### config.mk
export PLATFORM = sky130hd
export DESIGN_NAME = crc8_frame_receiver_core
export DESIGN_NICKNAME = d
export VERILOG_FILES = /design/src/rtl/crc8fr_pkg.sv /design/src/rtl/crc8fr_ram.sv /design/src/rtl/crc8fr_parser.sv /design/src/rtl/crc8fr_emitter.sv /design/src/rtl/crc8_frame_receiver_core.sv
export SDC_FILE = /design/constraint.sdc
export NUM_CORES = 1
export LEC_CHECK = 0
export BUFFER_PORTS_ARGS = -buffer_cell sky130_fd_sc_hd__buf_2
export CORE_MARGIN = 8
export CORE_UTILIZATION = 65
export CTS_BUF_LIST = sky130_fd_sc_hd__clkbuf_8
export DETAILED_ROUTE_END_ITERATION = 16
export GPL_TIMING_DRIVEN = 0
export HOLD_SLACK_MARGIN = 0.02
export PLACE_DENSITY = 0.86
export SETUP_SLACK_MARGIN = 0.3
export SLEW_MARGIN = 15
export SYNTH_ARGS = -nofsm -noshare
export SYNTH_HDL_FRONTEND = slang
export SYNTH_SLANG_ARGS = --single-unit
### constraint.sdc
create_clock -name clk -period 5 [get_ports clk]
set_input_delay 1 -clock clk [delete_from_list [all_inputs] [get_ports clk]]
set_output_delay 1 -clock clk [all_outputs]
set_load 0.05 [all_outputs]
### src/rtl/crc8fr_pkg.sv
// Package for the CRC-8 frame receiver: shared widths, phase and sequencer
// encodings, register indexes, frame descriptor and the CRC-8 update.
// No dependencies.
`timescale 1ns / 1ps

package crc8fr_pkg;

  localparam int BYTE_W      = 8;
  localparam int STORE_DEPTH = 64;
  localparam int STORE_AW    = 6;
  localparam int LEN_W       = 8;
  localparam int CNT_W       = 7;
  localparam int CFG_IDX_W   = 2;

  localparam logic [BYTE_W-1:0] CRC_POLY = 8'h31;
  localparam logic [BYTE_W-1:0] CRC_INIT = 8'h00;

  localparam logic [BYTE_W-1:0] SYNC_FIRST_RST  = 8'hAA;
  localparam logic [BYTE_W-1:0] SYNC_SECOND_RST = 8'h55;
  localparam logic [BYTE_W-1:0] VERSION_RST     = 8'h01;

  localparam logic [CFG_IDX_W-1:0] CFG_SYNC_FIRST  = 2'd0;
  localparam logic [CFG_IDX_W-1:0] CFG_SYNC_SECOND = 2'd1;
  localparam logic [CFG_IDX_W-1:0] CFG_VERSION     = 2'd2;

  typedef enum logic [2:0] {
    PH_SYNC_A,
    PH_SYNC_B,
    PH_VERSION,
    PH_TYPE,
    PH_LEN_LO,
    PH_LEN_HI,
    PH_PAYLOAD,
    PH_CHECK
  } rx_phase_t;

  typedef enum logic [1:0] {
    EM_IDLE,
    EM_READ,
    EM_SHOW
  } em_state_t;

  typedef struct packed {
    logic              start;
    logic [BYTE_W-1:0] kind;
    logic [CNT_W-1:0]  length;
    logic [CNT_W-1:0]  count;
  } frame_desc_t;

  function automatic logic [BYTE_W-1:0] crc8_update(input logic [BYTE_W-1:0] crc,
                                                     input logic [BYTE_W-1:0] b);
    logic [BYTE_W-1:0] c;
    c = crc ^ b;
    for (int k = 0; k < BYTE_W; k++) begin
      c = c[BYTE_W-1] ? ((c << 1) ^ CRC_POLY) : (c << 1);
    end
    return c;
  endfunction

endpackage

### src/rtl/crc8fr_ram.sv
// Payload store: 64 x 8 synchronous memory, one write and one read port,
// registered read data. Depends on crc8fr_pkg.
`timescale 1ns / 1ps

module crc8fr_ram (
  input  logic                          clk,
  input  logic                          wr_en,
  input  logic [crc8fr_pkg::STORE_AW-1:0] wr_addr,
  input  logic [crc8fr_pkg::BYTE_W-1:0]   wr_data,
  input  logic                          rd_en,
  input  logic [crc8fr_pkg::STORE_AW-1:0] rd_addr,
  output logic [crc8fr_pkg::BYTE_W-1:0]   rd_data
);

  logic [crc8fr_pkg::BYTE_W-1:0] mem_r [crc8fr_pkg::STORE_DEPTH];
  logic [crc8fr_pkg::BYTE_W-1:0] rd_data_r;

  always_ff @(posedge clk) begin
    if (wr_en) begin
      mem_r[wr_addr] <= wr_data;
    end
  end

  always_ff @(posedge clk) begin
    if (rd_en) begin
      rd_data_r <= mem_r[rd_addr];
    end
  end

  assign rd_data = rd_data_r;

endmodule

### src/rtl/crc8fr_parser.sv
// Receive side: sync hunt, header decode, running CRC, payload writes to the
// store and the frame descriptor for the emitter. Depends on crc8fr_pkg.
`timescale 1ns / 1ps

module crc8fr_parser #(
  parameter int MAX_PAYLOAD_BYTES = 64
) (
  input  logic                            clk,
  input  logic                            rst_n,
  input  logic                            cfg_we,
  input  logic [crc8fr_pkg::CFG_IDX_W-1:0] cfg_index,
  input  logic [crc8fr_pkg::BYTE_W-1:0]    cfg_wdata,
  input  logic                            in_fire,
  input  logic [crc8fr_pkg::BYTE_W-1:0]    in_rx_byte,
  output logic                            wr_en,
  output logic [crc8fr_pkg::STORE_AW-1:0]  wr_addr,
  output logic [crc8fr_pkg::BYTE_W-1:0]    wr_data,
  output crc8fr_pkg::frame_desc_t         frm
);

  crc8fr_pkg::rx_phase_t phase_r, phase_nxt;
  logic [crc8fr_pkg::BYTE_W-1:0] sync_first_r, sync_second_r, version_r;
  logic [crc8fr_pkg::BYTE_W-1:0] kind_r, kind_nxt;
  logic [crc8fr_pkg::LEN_W-1:0]  len_r, len_nxt;
  logic [crc8fr_pkg::CNT_W-1:0]  rcnt_r, rcnt_nxt;
  logic [crc8fr_pkg::BYTE_W-1:0] crc_r, crc_nxt;
  logic [crc8fr_pkg::BYTE_W-1:0] crc_step;
  logic [crc8fr_pkg::CNT_W-1:0]  rcnt_inc;
  logic [2*crc8fr_pkg::BYTE_W-1:0] full_len;

  assign crc_step = crc8fr_pkg::crc8_update(crc_r, in_rx_byte);
  assign rcnt_inc = rcnt_r + crc8fr_pkg::CNT_W'(1);
  assign full_len = {in_rx_byte, len_r};

  always_ff @(posedge clk) begin
    if (!rst_n) begin
      sync_first_r  <= crc8fr_pkg::SYNC_FIRST_RST;
      sync_second_r <= crc8fr_pkg::SYNC_SECOND_RST;
      version_r     <= crc8fr_pkg::VERSION_RST;
    end else if (cfg_we) begin
      case (cfg_index)
        crc8fr_pkg::CFG_SYNC_FIRST:  sync_first_r  <= cfg_wdata;
        crc8fr_pkg::CFG_SYNC_SECOND: sync_second_r <= cfg_wdata;
        crc8fr_pkg::CFG_VERSION:     version_r     <= cfg_wdata;
        default: ;
      endcase
    end
  end

  always_ff @(posedge clk) begin
    if (!rst_n) begin
      phase_r <= crc8fr_pkg::PH_SYNC_A;
      kind_r  <= '0;
      len_r   <= '0;
      rcnt_r  <= '0;
      crc_r   <= crc8fr_pkg::CRC_INIT;
    end else if (in_fire) begin
      phase_r <= phase_nxt;
      kind_r  <= kind_nxt;
      len_r   <= len_nxt;
      rcnt_r  <= rcnt_nxt;
      crc_r   <= crc_nxt;
    end
  end

  // next state
  always_comb begin
    phase_nxt = phase_r;
    kind_nxt  = kind_r;
    len_nxt   = len_r;
    rcnt_nxt  = rcnt_r;
    crc_nxt   = crc_r;
    case (phase_r)
      crc8fr_pkg::PH_SYNC_A: begin
        if (in_rx_byte == sync_first_r) phase_nxt = crc8fr_pkg::PH_SYNC_B;
      end
      crc8fr_pkg::PH_SYNC_B: begin
        if (in_rx_byte == sync_second_r) begin
          phase_nxt = crc8fr_pkg::PH_VERSION;
          crc_nxt   = crc8fr_pkg::CRC_INIT;
        end else if (in_rx_byte == sync_first_r) begin
          phase_nxt = crc8fr_pkg::PH_SYNC_B;
        end else begin
          phase_nxt = crc8fr_pkg::PH_SYNC_A;
        end
      end
      crc8fr_pkg::PH_VERSION: begin
        if (in_rx_byte != version_r) begin
          phase_nxt = crc8fr_pkg::PH_SYNC_A;
          len_nxt   = '0;
          rcnt_nxt  = '0;
          crc_nxt   = crc8fr_pkg::CRC_INIT;
        end else begin
          phase_nxt = crc8fr_pkg::PH_TYPE;
          crc_nxt   = crc_step;
        end
      end
      crc8fr_pkg::PH_TYPE: begin
        kind_nxt  = in_rx_byte;
        crc_nxt   = crc_step;
        phase_nxt = crc8fr_pkg::PH_LEN_LO;
      end
      crc8fr_pkg::PH_LEN_LO: begin
        len_nxt   = in_rx_byte;
        crc_nxt   = crc_step;
        phase_nxt = crc8fr_pkg::PH_LEN_HI;
      end
      crc8fr_pkg::PH_LEN_HI: begin
        rcnt_nxt = '0;
        if (full_len > (2*crc8fr_pkg::BYTE_W)'(MAX_PAYLOAD_BYTES)) begin
          phase_nxt = crc8fr_pkg::PH_SYNC_A;
          len_nxt   = '0;
          crc_nxt   = crc8fr_pkg::CRC_INIT;
        end else begin
          crc_nxt   = crc_step;
          phase_nxt = (len_r == '0) ? crc8fr_pkg::PH_CHECK : crc8fr_pkg::PH_PAYLOAD;
        end
      end
      crc8fr_pkg::PH_PAYLOAD: begin
        rcnt_nxt = rcnt_inc;
        crc_nxt  = crc_step;
        if ({1'b0, rcnt_inc} >= len_r) phase_nxt = crc8fr_pkg::PH_CHECK;
      end
      crc8fr_pkg::PH_CHECK: begin
        phase_nxt = crc8fr_pkg::PH_SYNC_A;
        len_nxt   = '0;
        rcnt_nxt  = '0;
        crc_nxt   = crc8fr_pkg::CRC_INIT;
      end
      default: phase_nxt = crc8fr_pkg::PH_SYNC_A;
    endcase
  end

  // outputs
  always_comb begin
    wr_en      = in_fire && (phase_r == crc8fr_pkg::PH_PAYLOAD);
    wr_addr    = rcnt_r[crc8fr_pkg::STORE_AW-1:0];
    wr_data    = in_rx_byte;
    frm.start  = in_fire && (phase_r == crc8fr_pkg::PH_CHECK) && (in_rx_byte == crc_r);
    frm.kind   = kind_r;
    frm.length = len_r[crc8fr_pkg::CNT_W-1:0];
    frm.count  = (len_r > crc8fr_pkg::LEN_W'(crc8fr_pkg::STORE_DEPTH)) ?
                 crc8fr_pkg::CNT_W'(crc8fr_pkg::STORE_DEPTH) : len_r[crc8fr_pkg::CNT_W-1:0];
  end

endmodule

### src/rtl/crc8fr_emitter.sv
// Result sequencer: reads the payload store one entry per payload result and holds
// each result in the output register until taken. Depends on crc8fr_pkg.
`timescale 1ns / 1ps

module crc8fr_emitter (
  input  logic                           clk,
  input  logic                           rst_n,
  input  crc8fr_pkg::frame_desc_t        frm,
  output logic                           idle,
  output logic                           rd_en,
  output logic [crc8fr_pkg::STORE_AW-1:0] rd_addr,
  input  logic [crc8fr_pkg::BYTE_W-1:0]   rd_data,
  output logic                           out_valid,
  input  logic                           out_ready,
  output logic [crc8fr_pkg::BYTE_W-1:0]   out_frame_type,
  output logic [crc8fr_pkg::CNT_W-1:0]    out_frame_length,
  output logic [crc8fr_pkg::STORE_AW-1:0] out_byte_index,
  output logic [crc8fr_pkg::BYTE_W-1:0]   out_payload_byte,
  output logic                           out_has_payload,
  output logic                           out_last
);

  crc8fr_pkg::em_state_t state_r, state_nxt;
  logic [crc8fr_pkg::STORE_AW-1:0] idx_r;
  logic [crc8fr_pkg::CNT_W-1:0]    cnt_r;
  logic [crc8fr_pkg::CNT_W-1:0]    len_r;
  logic [crc8fr_pkg::BYTE_W-1:0]   kind_r;
  logic                            empty_r;
  logic                            is_last;

  assign is_last = empty_r ||
                   ((crc8fr_pkg::CNT_W'(idx_r) + crc8fr_pkg::CNT_W'(1)) == cnt_r);

  always_ff @(posedge clk) begin
    if (!rst_n) begin
      state_r <= crc8fr_pkg::EM_IDLE;
      idx_r   <= '0;
    end else begin
      state_r <= state_nxt;
      if (frm.start && state_r == crc8fr_pkg::EM_IDLE) begin
        idx_r <= '0;
      end else if (state_r == crc8fr_pkg::EM_SHOW && out_ready && !is_last) begin
        idx_r <= idx_r + crc8fr_pkg::STORE_AW'(1);
      end
    end
  end

  always_ff @(posedge clk) begin
    if (frm.start && state_r == crc8fr_pkg::EM_IDLE) begin
      kind_r  <= frm.kind;
      len_r   <= frm.length;
      cnt_r   <= frm.count;
      empty_r <= (frm.count == '0);
    end
  end

  // next state
  always_comb begin
    state_nxt = state_r;
    case (state_r)
      crc8fr_pkg::EM_IDLE: begin
        if (frm.start) begin
          state_nxt = (frm.count == '0) ? crc8fr_pkg::EM_SHOW : crc8fr_pkg::EM_READ;
        end
      end
      crc8fr_pkg::EM_READ: state_nxt = crc8fr_pkg::EM_SHOW;
      crc8fr_pkg::EM_SHOW: begin
        if (out_ready) begin
          state_nxt = is_last ? crc8fr_pkg::EM_IDLE : crc8fr_pkg::EM_READ;
        end
      end
      default: state_nxt = crc8fr_pkg::EM_IDLE;
    endcase
  end

  // outputs
  always_comb begin
    idle             = (state_r == crc8fr_pkg::EM_IDLE);
    rd_en            = (state_r == crc8fr_pkg::EM_READ);
    rd_addr          = idx_r;
    out_valid        = (state_r == crc8fr_pkg::EM_SHOW);
    out_frame_type   = kind_r;
    out_frame_length = empty_r ? '0 : len_r;
    out_byte_index   = idx_r;
    out_payload_byte = empty_r ? '0 : rd_data;
    out_has_payload  = !empty_r;
    out_last         = is_last;
  end

`ifndef SYNTHESIS
  a_start_when_idle: assert property (@(posedge clk) disable iff (!rst_n)
    frm.start |-> state_r == crc8fr_pkg::EM_IDLE)
    else $error("frame start while emitter busy");

  a_start_leaves_idle: assert property (@(posedge clk) disable iff (!rst_n)
    frm.start |=> state_r != crc8fr_pkg::EM_IDLE)
    else $error("emitter ignored frame start");

  a_empty_is_single: assert property (@(posedge clk) disable iff (!rst_n)
    (out_valid && !out_has_payload) |-> (out_last && out_byte_index == '0))
    else $error("empty frame result malformed");

  a_last_ends_frame: assert property (@(posedge clk) disable iff (!rst_n)
    (out_valid && out_ready && out_last) |=> state_r == crc8fr_pkg::EM_IDLE)
    else $error("emitter kept running after last item");
`endif

endmodule

### src/rtl/crc8_frame_receiver_core.sv
// Top level of the CRC-8 frame receiver: parser, payload store and emitter.
// Depends on crc8fr_pkg, crc8fr_parser, crc8fr_ram, crc8fr_emitter.
`timescale 1ns / 1ps
//
//  channel  direction  handshake            payload
//  in_      input      in_valid/in_ready    in_rx_byte
//  out_     output     out_valid/out_ready  frame_type, frame_length, byte_index,
//                                           payload_byte, has_payload, last
//  cfg_     input      cfg_we               cfg_index, cfg_wdata
//
//  One received byte is taken per cycle while no frame is being emitted.
//  A good frame is emitted item by item, each item a store read, then the output
//  register; an empty frame gives its one item in the cycle after the CRC byte.
//  The input is held off from the CRC byte until the last item goes.
//  Reset is synchronous; the payload store is not cleared.
//  A stalled output holds its item and keeps the input held off.

module crc8_frame_receiver_core #(
  parameter int MAX_PAYLOAD_BYTES = 64
) (
  input  logic                             clk,
  input  logic                             rst_n,
  input  logic                             cfg_we,
  input  logic [crc8fr_pkg::CFG_IDX_W-1:0] cfg_index,
  input  logic [crc8fr_pkg::BYTE_W-1:0]    cfg_wdata,
  input  logic                             in_valid,
  output logic                             in_ready,
  input  logic [crc8fr_pkg::BYTE_W-1:0]    in_rx_byte,
  output logic                             out_valid,
  input  logic                             out_ready,
  output logic [crc8fr_pkg::BYTE_W-1:0]    out_frame_type,
  output logic [crc8fr_pkg::CNT_W-1:0]     out_frame_length,
  output logic [crc8fr_pkg::STORE_AW-1:0]  out_byte_index,
  output logic [crc8fr_pkg::BYTE_W-1:0]    out_payload_byte,
  output logic                             out_has_payload,
  output logic                             out_last
);

  crc8fr_pkg::frame_desc_t          frm;
  logic                             em_idle;
  logic                             in_fire;
  logic                             wr_en;
  logic [crc8fr_pkg::STORE_AW-1:0]  wr_addr;
  logic [crc8fr_pkg::BYTE_W-1:0]    wr_data;
  logic                             rd_en;
  logic [crc8fr_pkg::STORE_AW-1:0]  rd_addr;
  logic [crc8fr_pkg::BYTE_W-1:0]    rd_data;

  assign in_ready = em_idle;
  assign in_fire  = in_valid && in_ready;

  crc8fr_parser #(
    .MAX_PAYLOAD_BYTES(MAX_PAYLOAD_BYTES)
  ) u_parser (
    .clk       (clk),
    .rst_n     (rst_n),
    .cfg_we    (cfg_we),
    .cfg_index (cfg_index),
    .cfg_wdata (cfg_wdata),
    .in_fire   (in_fire),
    .in_rx_byte(in_rx_byte),
    .wr_en     (wr_en),
    .wr_addr   (wr_addr),
    .wr_data   (wr_data),
    .frm       (frm)
  );

  crc8fr_ram u_ram (
    .clk    (clk),
    .wr_en  (wr_en),
    .wr_addr(wr_addr),
    .wr_data(wr_data),
    .rd_en  (rd_en),
    .rd_addr(rd_addr),
    .rd_data(rd_data)
  );

  crc8fr_emitter u_emitter (
    .clk             (clk),
    .rst_n           (rst_n),
    .frm             (frm),
    .idle            (em_idle),
    .rd_en           (rd_en),
    .rd_addr         (rd_addr),
    .rd_data         (rd_data),
    .out_valid       (out_valid),
    .out_ready       (out_ready),
    .out_frame_type  (out_frame_type),
    .out_frame_length(out_frame_length),
    .out_byte_index  (out_byte_index),
    .out_payload_byte(out_payload_byte),
    .out_has_payload (out_has_payload),
    .out_last        (out_last)
  );

endmodule
## After elaboration in Yosys (flattened, before gate mapping)

Memories as Yosys holds them, arrays and structs flattened. A register that Yosys moved wholly into a read port is not among the register bits.
Index checks and enable logic that the tools add are counted.

| word-level totals | value |
|---|---|
| memory bits (writable) | 512 |
| memories kept | 1 |
| register bits | 89 |
| logic and storage cells | 119 |
| output and inout port bits | 33 |

Memory list:

| memory | depth | bits a word | read ports | clocked after Yosys merged registers in | write ports | RTL line | text |
|---|---|---|---|---|---|---|---|
| u_ram.mem_r | 64 | 8 | 1 | 1 | 1 | crc8fr_ram.sv:15 | `logic [crc8fr_pkg::BYTE_W-1:0] mem_r [crc8fr_pkg::STORE_DEPTH];` |

| operators by class | value |
|---|---|
| muxes and demuxes | 35 |
| bitwise gates (word level) | 10 |
| reductions and logical operators | 30 |
| order comparisons | 3 |
| add/subtract/negate cells | 3 |
| eq/ne operators | 23 |

Operators by type and width:

| kind | number |
|---|---|
| $mux 6 | 8 |
| $mux 8 | 6 |
| $pmux 8 s5 | 1 |
| $pmux 8 s4 | 1 |
| $eq 8x8->1 | 3 |
| $not 3->3 | 8 |
| $pmux 3 s8 | 1 |
| $mux 7 | 3 |
| $pmux 7 s3 | 1 |
| $gt 16x7->1 const B | 1 |
| $ne 2x1->1 const B | 7 |
| $eq 3x3->1 const B | 4 |
| $mux 3 | 4 |
| $reduce_and 2->1 | 5 |
| $reduce_and 3->1 | 3 |
| $ge 7x8->1 | 1 |
| $gt 8x7->1 const B | 1 |
| $logic_not 8->1 | 1 |
| $mux 2 | 4 |
| $ne 8x8->1 | 1 |
| $xor 8x8->8 | 1 |
| $add 6x1->7 const B | 1 |
| $add 7x1->7 const B | 1 |
| $eq 7x7->1 | 1 |
| 20 further kinds | 36 |

## Logic depth before layout (Yosys ltp)

Gate-level depths: netlist of run 1.

| depth | value |
|---|---|
| word-level depth | 19 |
| mapped depth | 11 |
| mapped depth without buffers | 10 |

## Modules after synthesis

Synthesis of run 1 repeated with hierarchy kept, for this count alone.

| unflattened totals | value |
|---|---|
| cells, all modules | 1470 |
| area, all modules | 25080.3 sq um |

Modules (own cells, without submodules):

| module | area an instance (sq um) | seq. area each (sq um) | cells each | times used |
|---|---|---|---|---|
| crc8fr_ram | 20246.9 | 15615.0 | 940 | 1 |
| crc8fr_parser | 3380.7 | 1161.1 | 406 | 1 |
| crc8fr_emitter | 1446.4 | 850.8 | 123 | 1 |
| crc8_frame_receiver_core | 6.3 | 0.0 | 1 | 1 |

## Worst setup path before layout of run 1

No wires, ideal clock.

| path | value |
|---|---|
| path type | flip-flop to output port |
| from | register u_emitter.idx_r, in the netlist u_emitter.out_byte_index[1] |
| to | output port out_last |
| required time | 4.000 ns |
| path buffers | 1 |
| setup slack | 1.276 ns |
| cell stages (with the launch flop) | 6 |
| arrival | 2.724 ns |
| cell sequence | dfxtp_1 > buf_2 > and3_1 > nand4b_1 > a22o_1 > o31ai_1 |

| between the ends | value |
|---|---|
| cells in the longest elaborated chain, start to end | 3 |

Ends and longest elaborated chain:

| what | RTL line | text |
|---|---|---|
| start: declaration | crc8fr_emitter.sv:24 | `logic [crc8fr_pkg::STORE_AW-1:0] idx_r;` |
| start signal: assignment | crc8fr_emitter.sv:43 | `idx_r <= idx_r + crc8fr_pkg::STORE_AW'(1);` |
| $add 6x1->7 | crc8fr_emitter.sv:32 | `((crc8fr_pkg::CNT_W'(idx_r) + crc8fr_pkg::CNT_W'(1)) == cnt_r);` |
| $eq 7x7->1 | crc8fr_emitter.sv:32 |  |
| $logic_or 1x1->1 | crc8fr_emitter.sv:31 | `assign is_last = empty_r \|\|` |
| end: declaration | crc8_frame_receiver_core.sv:36 | `output logic out_last` |

Every way passes these cells.

## Final worst setup path of run 1

| path | value |
|---|---|
| from | register u_emitter.idx_r, in the netlist u_emitter.out_byte_index[0] |
| to | output port out_last |

Same word-level chain as after synthesis.

==> key figures, run 1 <==
Worst setup path
  • WP data arrival: ~3.1 ns
  • Worst setup SP type: register
  • Req. time, crit path: 4.00 ns
  • Worst Setup End Kind: output port
  • Critical path peak fanout: 10
  • Critical path class: reg -> out

Finish
  • ANT cells: 0
  • Share of post-route cells with drive strength above 1: 25.08%
  • Nets: 1516
  • Non-Filler Instances: roughly 2100
  • Area grow syn2layout: 11.29%
  • Area of the multi-input gates: 6450 um2
  • Sequential cell area: roughly 18000 um2
  • Fillers: 2085

Clocking
  • Hold Buf Count CTS: 0
  • Clock slew at reported path FFs: roughly 0.070 ns
  • Setup Fix Bufs, Post-CTS: 0
  • CTS tree: built
  • Insertion delay to the later sink of the worst-skew pair: 0.67 ns
  • Clk buf depth: 3
  • Buffer type at the clock tree root: clkbuf_8
  • CTS resizes: 0
  • TritonCTS Buffers: 89
  • Sink Count: 609
  • H-tree depth: 3

Floorplanning
  • Core Footprint: 37400 um2
  • Rows: 71
  • Io pins: 56
  • Die Area: 44160 um2
  • Die Width: approximately 210 um
  • Initial core utilization: 65.50%
  • Die height: 210.1 um

Detailed routing
  • Antenna viol nets, final: 0
  • DR vias/cell: 6.690
  • Total vias in the final route: between 10000 and 15000
  • Initial DRC count: 2089
  • 1st-pass router iterations: 6
  • Post-Route WL: roughly 59 mm
  • DRC Markers: 0
  • Drt wl/cell: ~29 um

Timing
  • F_max: 243.5 MHz
  • Setup tns final: 0 ns
  • Slew @ Worst Pin: 1.181 ns
  • Clock skew: ~0.042 ns
  • Final Hold Fails: 0
  • Final Hold Slack: roughly 0.42 ns
  • Slew Viols, Final: 0
  • Tcrit/Tclk final: 82.12%
  • Endpoints failing setup: 0
  • RSZ-0062 raised after global routing: false
  • Relative slew slack: about a fifth
  • Min Clock Period, post-route: 4.106 ns

Yosys
  • Synth Area in Compound Gates: 2.365%
  • Synth Area in Adders: 0.4597%
  • Post-Synth XOR/XNOR Area: 2.074%
  • Yosys cell types: 48
  • Yosys top cell by area: edfxtp_1
  • Post-synth ARST share: 0%
  • Synth Warn #: 0
  • FF+latch count, synth: 609
  • EDFF count, synth: 543
  • Synth Area in Simple Gates: approximately 5.6%
  • Sequential area share after synthesis: 71.95%
  • Netlist Area Pre-Place: 24500 um2
  • Yosys top cell area share: about two thirds
  • Synthesized Nets: approximately 1400
  • Mean Syn Cell Area: ~18 um2
  • Synth top area cells: edfxtp_1 (67%), mux4_2 (15%), dfxtp_1 (5.4%)
  • Predominant post-synthesis flop cell: edfxtp_1
  • Post-synthesis instance total: 1336
  • Multiplexer share of the synthesized area: 15.80%
  • Main combinational cell family by area after synthesis: multiplexers

GRT
  • Initial antenna violation count: 2
  • First-pass GRT wire length: 87.37 mm
  • Gr ovfl total: 0
  • Gr usage total: 27.00%
  • Largest net degree at the start of global routing: 66
  • Number of global-route vias before repair: 13830

Place
  • Cells after DPL: 1903
  • Post-DP HPWL: 37.71 mm
  • GPL Wtd Cong: between 0.9 and 1
  • IO Port Bufs: 54

Job
  • Max Cap Viol: 0

Status
  • Status: finished clean

Pwr
  • Pwr/cell area: 357.1 nW/um2
  • Sw Share: 21.25%
  • Power Internal: 0.007668 W
  • Psw: around 0.0021 W
  • Peak VDD IR: 253.5 uV
  • Clk pwr share: 41.3%
  • Leak: 8.614 nW
  • Reg power frac: 56.9%
  • Gate power share: under 10%

Worst hold path
  • Worst hold path type: reg -> reg
area by class of cell:
type,count,area share (%)
Inverter,15,0.2065
Timing Repair Buffer,57,1.193
Tap cell,511,2.345
Clock inverter,71,1.771
Sequential cell,609,64.65
Multi-Input combinational cell,641,23.66
Clock buffer,95,4.796
Buffer,71,1.377
path summary, 6_finish.rpt:
kind                                     from                           to  slack [ns]  cells past startpoint
setup / recovery  u_emitter.out_byte_index[0]                     out_last        0.89                      7
hold / removal             u_parser.kind_r[5]  u_emitter.out_frame_type[5]        0.42                      0
setup reg to reg          u_parser.phase_r[1]           u_ram.mem_r[43][5]        1.35                      6
hold reg to reg            u_parser.kind_r[5]  u_emitter.out_frame_type[5]        0.42                      0
critical path: stages, from the launching register on:
cell and delay, ns:
dfxtp_1 0.49, buf_6 0.21, buf_6 0.20, buf_6 0.23, xor2_1 0.17, nand4_1 0.16
o31ai_1 0.61, buf_2 0.39
per-layer routing:
layer  track usage, %  routed length [um]
met3            7.604                7405
met5                0                  27
met1            35.26               21180
met4            11.42                2505
met2            42.77               28370
flip-flops by register name, summed over array words and instances, names as in the netlist:
name,flops
u_parser.phase_r,3
u_emitter.cnt_r,7
u_parser.rcnt_r,7
u_parser.version_r,8
u_parser.kind_r,8
u_ram.rd_data,8
u_emitter.state_r,2
u_emitter.empty_r,1
u_parser.crc_r,8
u_emitter.len_r,7
u_emitter.out_byte_index,6
u_ram.mem_r,512
u_parser.sync_first_r,8
u_emitter.out_frame_type,8
u_parser.sync_second_r,8
u_parser.len_r,8
through the flow:
step	utilization, %	total power, W	area, um2	setup slack [ns]
2_1_floorplan	-	0.005720	24500	1.276
3_3_place_gp	67.93	0.005809	25410	-0.3855
3_5_place_dp	68.02	0.005820	25440	0.8552
4_1_cts	72.80	0.009740	27230	0.9803
5_1_grt	72.90	0.009958	27260	0.8643
6_report	72.90	0.009736	27260	0.8938
cells by family after synthesis:
| family | count (synthesis) |
|---|---|
| simple gates | 289 |
| flops | 609 |
| fa+ha+maj | 9 |
| buf+inv | 86 |
| xor+xnor | 58 |
| mux | 189 |
| compound gates | 96 |
power groups by stage:
| stage | sequential (W) | clock [W] | combinational [W] |
|---|---|---|---|
| after floorplan | 0.00565 | 0 | 0.0000719 |
| after global placement | 0.00565 | 0 | 0.000159 |
| after detailed placement | 0.00565 | 0 | 0.000170 |
| after CTS | 0.00554 | 0.00403 | 0.000171 |
| after global routing | 0.00554 | 0.00423 | 0.000187 |
| final | 0.00554 | 0.00402 | 0.000174 |
cells in the final DEF, fill, tap and decap left out, types with 5 or more instances in the layout:
master,instances
buf_4,12
o22ai_1,15
edfxtp_1,543
dfxtp_1,66
ha_1,9
clkbuf_1,29
inv_1,35
xor2_1,27
o21ai_0,18
nor3_1,7
buf_2,67
clkinvlp_4,6
or2_2,11
a22oi_1,5
or3_1,9
nand3b_1,6
mux4_2,158
nor2_1,119
nand4_1,6
buf_1,9
bufinv_16,6
nand3_1,19
nand2_1,58
buf_6,10
clkinv_2,17
nor2b_1,25
a21oi_1,33
o211ai_1,5
clkinv_1,20
xnor2_1,31
nand2b_1,8
mux2i_1,29
clkbuf_8,95
cells in the mapped netlist, drive strengths merged (4+ instances only):
library cell / instances
nand2b: 8
xnor2: 31
a22oi: 5
nor3: 7
nor2: 119
mux4: 158
edfxtp: 543
nand2: 58
a21oi: 33
nand4: 6
nand3b: 6
and3: 4
mux2i: 29
clkbuf: 29
nor4: 5
buf: 42
o31ai: 5
o21ai: 21
or2: 11
xor2: 27
ha: 9
o211ai: 5
or3: 9
nand3: 19
nor2b: 26
o22ai: 15
dfxtp: 66
inv: 15
Note: power is estimated with default switching activity, not from simulation.
==> inputs of run 2 (changes only) <==
CORE_UTILIZATION = 58   (was 65)
PLACE_DENSITY = 0.82   (was 0.86)
clock period = 3.7 ns   (was 5 ns; I/O delays follow)
==> run 2 against run 1 <==
Wire length fell by 3.7%. Sequential cell count is the same. Global-route usage is 4.0 points lower. First-iteration DRC count shrank 27%. Core utilization decreased by 7.3 points. Setup slack worse by 0.66 ns. Via count fell by 2.9%. Clock skew fell by 0.011 ns. Cell count increased by 1.7%. Sequential share of layout area fell by 0.42 points. Critical path type is now reg -> reg. Critical endpoint is now u_ram.mem_r[0][1].
==> key figures, run 2 (synthesis gave the netlist of run 1 again) <==
Floorplanning
  • Core Footprint: 41850 um2
  • Initial core utilization: 58.53%
  • Rows: 75
  • Die Area: 49070 um2
  • Io pins: 56
  • Die height: 221.5 um
  • Die Width: 221.5 um

Worst hold path
  • Hold depth: 3
  • Worst Hold Path EP: u_parser.sync_first_r[3]
  • Hold Path Origin: cfg_wdata[3]
  • Worst hold path type: in -> reg

Finish
  • Nets: between 1500 and 2000
  • Most frequent cells in the layout: edfxtp_1 (543), mux4_2 (158), clkbuf_8 (102)
  • Area grow syn2layout: 12.03%
  • Fillers: about 2600
  • Max FFs per register: 512
  • Non-Filler Instances: roughly 2100
  • ANT cells: 0
  • Share of post-route cells with drive strength above 1: 28.08%
  • Commonest non-fill, non-tap cell in the layout: edfxtp_1
  • Final core occ: 65.58%
  • Biggest register: u_ram.mem_r

Worst setup path
  • Critical path class: reg -> reg
  • Flop-to-flop setup slack: roughly 0.23 ns
  • Critical path peak fanout: 9
  • Slowest Stage Delay on Critical Path: 0.79 ns
  • Worst Setup End Kind: register
  • Worst setup SP type: register
  • FF-to-FF path depth: 6
  • Most used cell, CP: nand2_1
  • Worst Path Buf+Inv: 1
  • Critical-path cell list: clkbuf_1, nor2b_1, nand2_1, nor3_1, nand2_1, nor2_1
  • WP data arrival: 3.73 ns
  • Crit-path leading delay family: simple AND/OR/NAND/NOR gates
  • RR Endpoint: u_ram.mem_r[0][1]
  • Worst r2r src: u_parser.phase_r[1]
  • Req. time, crit path: 3.96 ns
  • Slowest stage cell, crit path: nor2_1

GRT
  • Number of global-route vias before repair: 13610
  • Gr ovfl total: 0
  • First-pass GRT wire length: 84.67 mm
  • Gr usage total: 22.99%
  • Initial antenna violation count: 3
  • Largest net degree at the start of global routing: 66

Detailed routing
  • 1st-pass router iterations: 5
  • Post-Route WL: 57.28 mm
  • Drt wl/cell: 27.20 um
  • DR vias/cell: 6.382
  • Initial DRC count: 1528
  • DRC Markers: 0
  • Total vias in the final route: 13440
  • Antenna viol nets, final: 0

Pwr
  • Final Power: around 0.013 W
  • Pwr/cell area: between 400 and 500 nW/um2
  • Leak: roughly 8.6 nW
  • Peak VDD IR: 300.2 uV

Clocking
  • Clk buf depth: 3
  • Sink Count: 609
  • Buffer type at the clock tree root: clkbuf_8
  • Clock slew at reported path FFs: ~0.060 ns
  • CTS tree: built
  • Insertion delay to the later sink of the worst-skew pair: roughly 0.65 ns
  • TritonCTS Buffers: 93
  • H-tree depth: 3

Timing
  • Final Hold Fails: 0
  • F_max: 288.3 MHz
  • Tcrit/Tclk final: between 90 and 100%
  • Min Clock Period, post-route: 3.468 ns
  • Slew @ Worst Pin: roughly 1.2 ns
  • RSZ-0062 raised after global routing: true
  • Relative slew slack: 20.15%
  • Endpoints failing setup: 0
  • Clock skew: 0.03074 ns
  • Worst setup margin: 0.2318 ns
  • Final Hold Slack: 0.3642 ns
  • Slew Viols, Final: 0

Status
  • Status: finished clean

Place
  • Post-DP HPWL: about 37 mm
  • DP Worst Slack: -0.3512 ns
  • Cells after DPL: approximately 1900
  • GPL Wtd Cong: 0.9164
  • IO Port Bufs: 54

Job
  • Max Cap Viol: 0
==> run 2: changes by cell type in the layout (fill, tap and decap cells not counted), sizes merged <==
cell / change
buf: +1
bufinv: -4
clkbuf: +8
clkinv: +5
clkinvlp: -3
inv: +1
==> run 2: worst register-to-register path: cells and delay by family (launching register included) <==
kind	cells	cell delay [ns]
buffers and inverters	1	0.29
and+or+nand+nor	5	2.51
DFF	1	0.30
==> run 2: layer usage <==
layer / track usage [%] / wire length (um) / vias up
li1: - / - / 5620
met1: 30.26 / 21560 / 6840
met2: 37.05 / 27610 / 834
met3: 6.520 / 6368 / 143
met4: 7.419 / 1705 / 4
met5: 0 / 26 / -
==> run 2: repair_timing <==
item                       in CTS  in global routing
hold buffers                    0                  0
setup endpoints to repair      84                434
pin swaps                       0                  3
resized for setup               7                 52
setup buffers                   0                  4
==> run 2: final cells by class <==
type | count | area (um2) | area share (%)
sequential | 609 | 17630 | 64.24
multi-input combinational | 641 | 6609 | 24.08
buffer | 71 | 380.4 | 1.386
inverter | 15 | 56.30 | 0.2052
tap | 539 | 674.4 | 2.457
timing repair buffer | 59 | 335.3 | 1.222
clock buffer | 102 | 1404 | 5.115
clock inverter | 70 | 356.6 | 1.299
==> run 2: worst max-delay path by stage <==
| stage | start | to | slack (ns) | cells after the start |
|---|---|---|---|---|
| 2_1_floorplan | u_emitter.out_byte_index[1] | out_last | 0.67 | 5 |
| 3_3_place_gp | in_rx_byte[2] | u_emitter.out_byte_index[1] | -0.66 | 7 |
| 3_5_place_dp | in_rx_byte[2] | u_emitter.out_byte_index[0] | -0.35 | 7 |
| 4_1_cts | u_parser.phase_r[1] | u_ram.mem_r[7][4] | 0.18 | 6 |
| 5_1_grt | u_parser.phase_r[1] | u_ram.mem_r[2][7] | 0.05 | 6 |
| 6_report | u_parser.phase_r[1] | u_ram.mem_r[0][1] | 0.23 | 6 |
==> run 2: power breakdown <==
part / switching [W] / internal (W)
sequential: 0.00000673 / 0.00748
combinational: 0.000176 / 0.0000580
clock: 0.00259 / 0.00269
==> run 2: stage by stage <==
step	instance area [um2]	TNS [ns]
5_1_grt	27450	0
2_1_floorplan	24510	0
6_report	27450	0
3_3_place_gp	25460	-16.15
4_1_cts	27240	0
3_5_place_dp	25470	-10.21
==> inputs of run 3 (changes only) <==
BUFFER_PORTS_ARGS = default   (was -buffer_cell sky130_fd_sc_hd__buf_2)
CORE_UTILIZATION = 59   (was 58)
DONT_BUFFER_PORTS = 1   (was default)
==> run 3 against run 2 <==
Hold slack lost 0.18 ns. Via count shrank 0.41%. Cell count shrank 3.0%. Sequential power is essentially flat. Largest cell class unchanged.
==> key figures, run 3 (synthesis gave the netlist of run 1 again) <==
Clocking
  • Clk buf depth: 3
  • CTS tree: built
  • TritonCTS Buffers: 93
  • Clock slew at reported path FFs: 0.06 ns
  • Sink Count: 609
  • H-tree depth: 3
  • Buffer type at the clock tree root: clkbuf_8
  • Insertion delay to the later sink of the worst-skew pair: 0.66 ns

Finish
  • Sequential cell area: 17650 um2
  • ANT cells: 0
  • Max FFs per register: between 500 and 600
  • Area grow syn2layout: 11.56%
  • Biggest register: u_ram.mem_r
  • Finished Cell Area: 27330 um2
  • Share of post-route cells with drive strength above 1: 27.73%
  • Fillers: roughly 2600
  • Area of the multi-input gates: 6739 um2
  • Nets: ~1500
  • Commonest non-fill, non-tap cell in the layout: edfxtp_1
  • Most frequent cells in the layout: edfxtp_1 (543), mux4_2 (158), clkbuf_8 (101)

Timing
  • Final Hold Fails: 0
  • Endpoints failing setup: 0
  • Tcrit/Tclk final: 95.67%
  • Relative slew slack: 23.48%
  • F_max: roughly 280 MHz
  • Clock skew: roughly 0.04 ns
  • RSZ-0062 raised after global routing: true
  • Slew Viols, Final: 0
  • Min Clock Period, post-route: 3.540 ns
  • Worst setup margin: 0.1603 ns
  • Slew @ Worst Pin: ~1.1 ns

Detailed routing
  • Top routing layer used: met4
  • Metal2 WL: 27.78 mm
  • Drt wl/cell: around 28 um
  • DR vias/cell: 6.552
  • Antenna viol nets, final: 0
  • DRC Markers: 0
  • 1st-pass router iterations: 6
  • Wire length on met1: between 20 and 25 mm
  • Post-Route WL: roughly 58 mm
  • Met3 routed WL: around 7.4 mm
  • Initial DRC count: 1741
  • Total vias in the final route: 13390

Worst hold path
  • Worst Hold Path EP: u_ram.mem_r[1][2]
  • Hold Path Origin: in_rx_byte[2]
  • Hold depth: 0
  • Worst hold path type: in -> reg

Worst setup path
  • Slowest stage cell, crit path: nor2_1
  • Slowest Stage Delay on Critical Path: 0.87 ns
  • Critical path peak fanout: 8
  • Worst Setup End Kind: register
  • FF-to-FF path depth: 5
  • Worst setup SP type: register
  • Req. time, crit path: 3.98 ns
  • Critical-path cell list: nor2_2, nand2_1, nor2_1, nand3_1, nor2_1
  • WP data arrival: around 3.8 ns
  • RR Endpoint: u_ram.mem_r[3][4]
  • Most used cell, CP: nor2_1
  • Flop-to-flop setup slack: 0.16 ns
  • Worst r2r src: u_emitter.state_r[0]
  • Critical path class: reg -> reg

GRT
  • Gr ovfl total: 0
  • Number of global-route vias before repair: 13690
  • Initial antenna violation count: 0
  • Largest net degree at the start of global routing: 66
  • First-pass GRT wire length: 85.46 mm
  • Gr usage total: 24.22%

Floorplanning
  • Die height: 219.8 um
  • Initial core utilization: 59.86%
  • Rows: 74
  • Die Width: 219.8 um
  • Core Footprint: 40920 um2
  • Io pins: 56
  • Die Area: slightly below 50000 um2

Place
  • Placed Area: 25200 um2
  • DP Worst Slack: -0.3004 ns
  • IO Port Bufs: 0
  • GPL Wtd Cong: 0.9266
  • Post-DP HPWL: 36.91 mm

Pwr
  • Pwr/cell area: 466.4 nW/um2
  • Peak VDD IR: between 300 and 400 uV
  • Leak: 8.476 nW

Job
  • Max Cap Viol: 0

Status
  • Status: finished clean
## run 3: changes by cell type in the layout (fill, tap and decap cells not counted), sizes merged
cell and delta:
buf -50, clkinv -23, inv +18, clkbuf -1
## run 3: what timing repair did
| item | 4_1_cts | 5_1_grt |
|---|---|---|
| pin swaps | 4 | 3 |
| hold buffers | 0 | 0 |
| resized for setup | 48 | 83 |
| setup buffers | 6 | 1 |
| setup endpoints to repair | 522 | 413 |
## run 3: worst max-delay path by stage
stage	startpoint	endpoint	slack, ns	cells past startpoint
2_1_floorplan	u_emitter.out_byte_index[1]	out_last	0.67	5
3_3_place_gp	u_emitter.out_byte_index[1]	u_ram.rd_data[3]	-0.25	7
3_5_place_dp	u_emitter.out_byte_index[1]	u_ram.rd_data[4]	-0.30	7
4_1_cts	u_emitter.out_byte_index[0]	out_last	0.24	6
5_1_grt	u_emitter.state_r[0]	u_ram.mem_r[3][4]	-0.04	5
6_report	u_emitter.state_r[0]	u_ram.mem_r[3][4]	0.16	5
## run 3: per-stage QoR
stage	hold slack (ns)	util, %	cells	setup TNS (ns)	power [W]
after floorplan	0.4019	-	1336	0	0.007730
after global placement	0.4122	61.52	1868	-7.880	0.007753
after detailed placement	0.4155	61.58	1870	-15.75	0.007755
after CTS	0.1587	66.20	2042	0	0.01278
after global routing	0.1639	66.78	2043	-0.2253	0.01308
final	0.1850	66.78	2043	0	0.01275
## run 3: power breakdown
group / internal, W / total [W] / switching [W]
Sequential: 0.00748 / 0.00748 / 0.00000665
Clock: 0.00264 / 0.00514 / 0.00250
Combinational: 0.0000483 / 0.000126 / 0.0000776
Total: 0.0102 / 0.0127 / 0.00259
## run 3: critical path: cells and delay by family, from the launching register on
kind             cells  cell delay [ns]
AND/OR/NAND/NOR      5             2.82
flip-flops           1             0.36
## run 3: layout make-up
class / count / area share [%]
Clock inverter: 65 / 1.158
Sequential cell: 609 / 64.58
Multi-Input combinational cell: 641 / 24.66
Inverter: 15 / 0.2060
Timing Repair Buffer: 9 / 0.2884
Buffer: 71 / 1.584
Clock buffer: 101 / 5.087
Tap cell: 532 / 2.436
## run 3: per-layer routing
layer	vias to the layer above	global-route usage, %
met2	957	38.47
met3	157	8.515
met1	6748	30.54
li1	5524	-
met5	-	0
met4	0	9.501
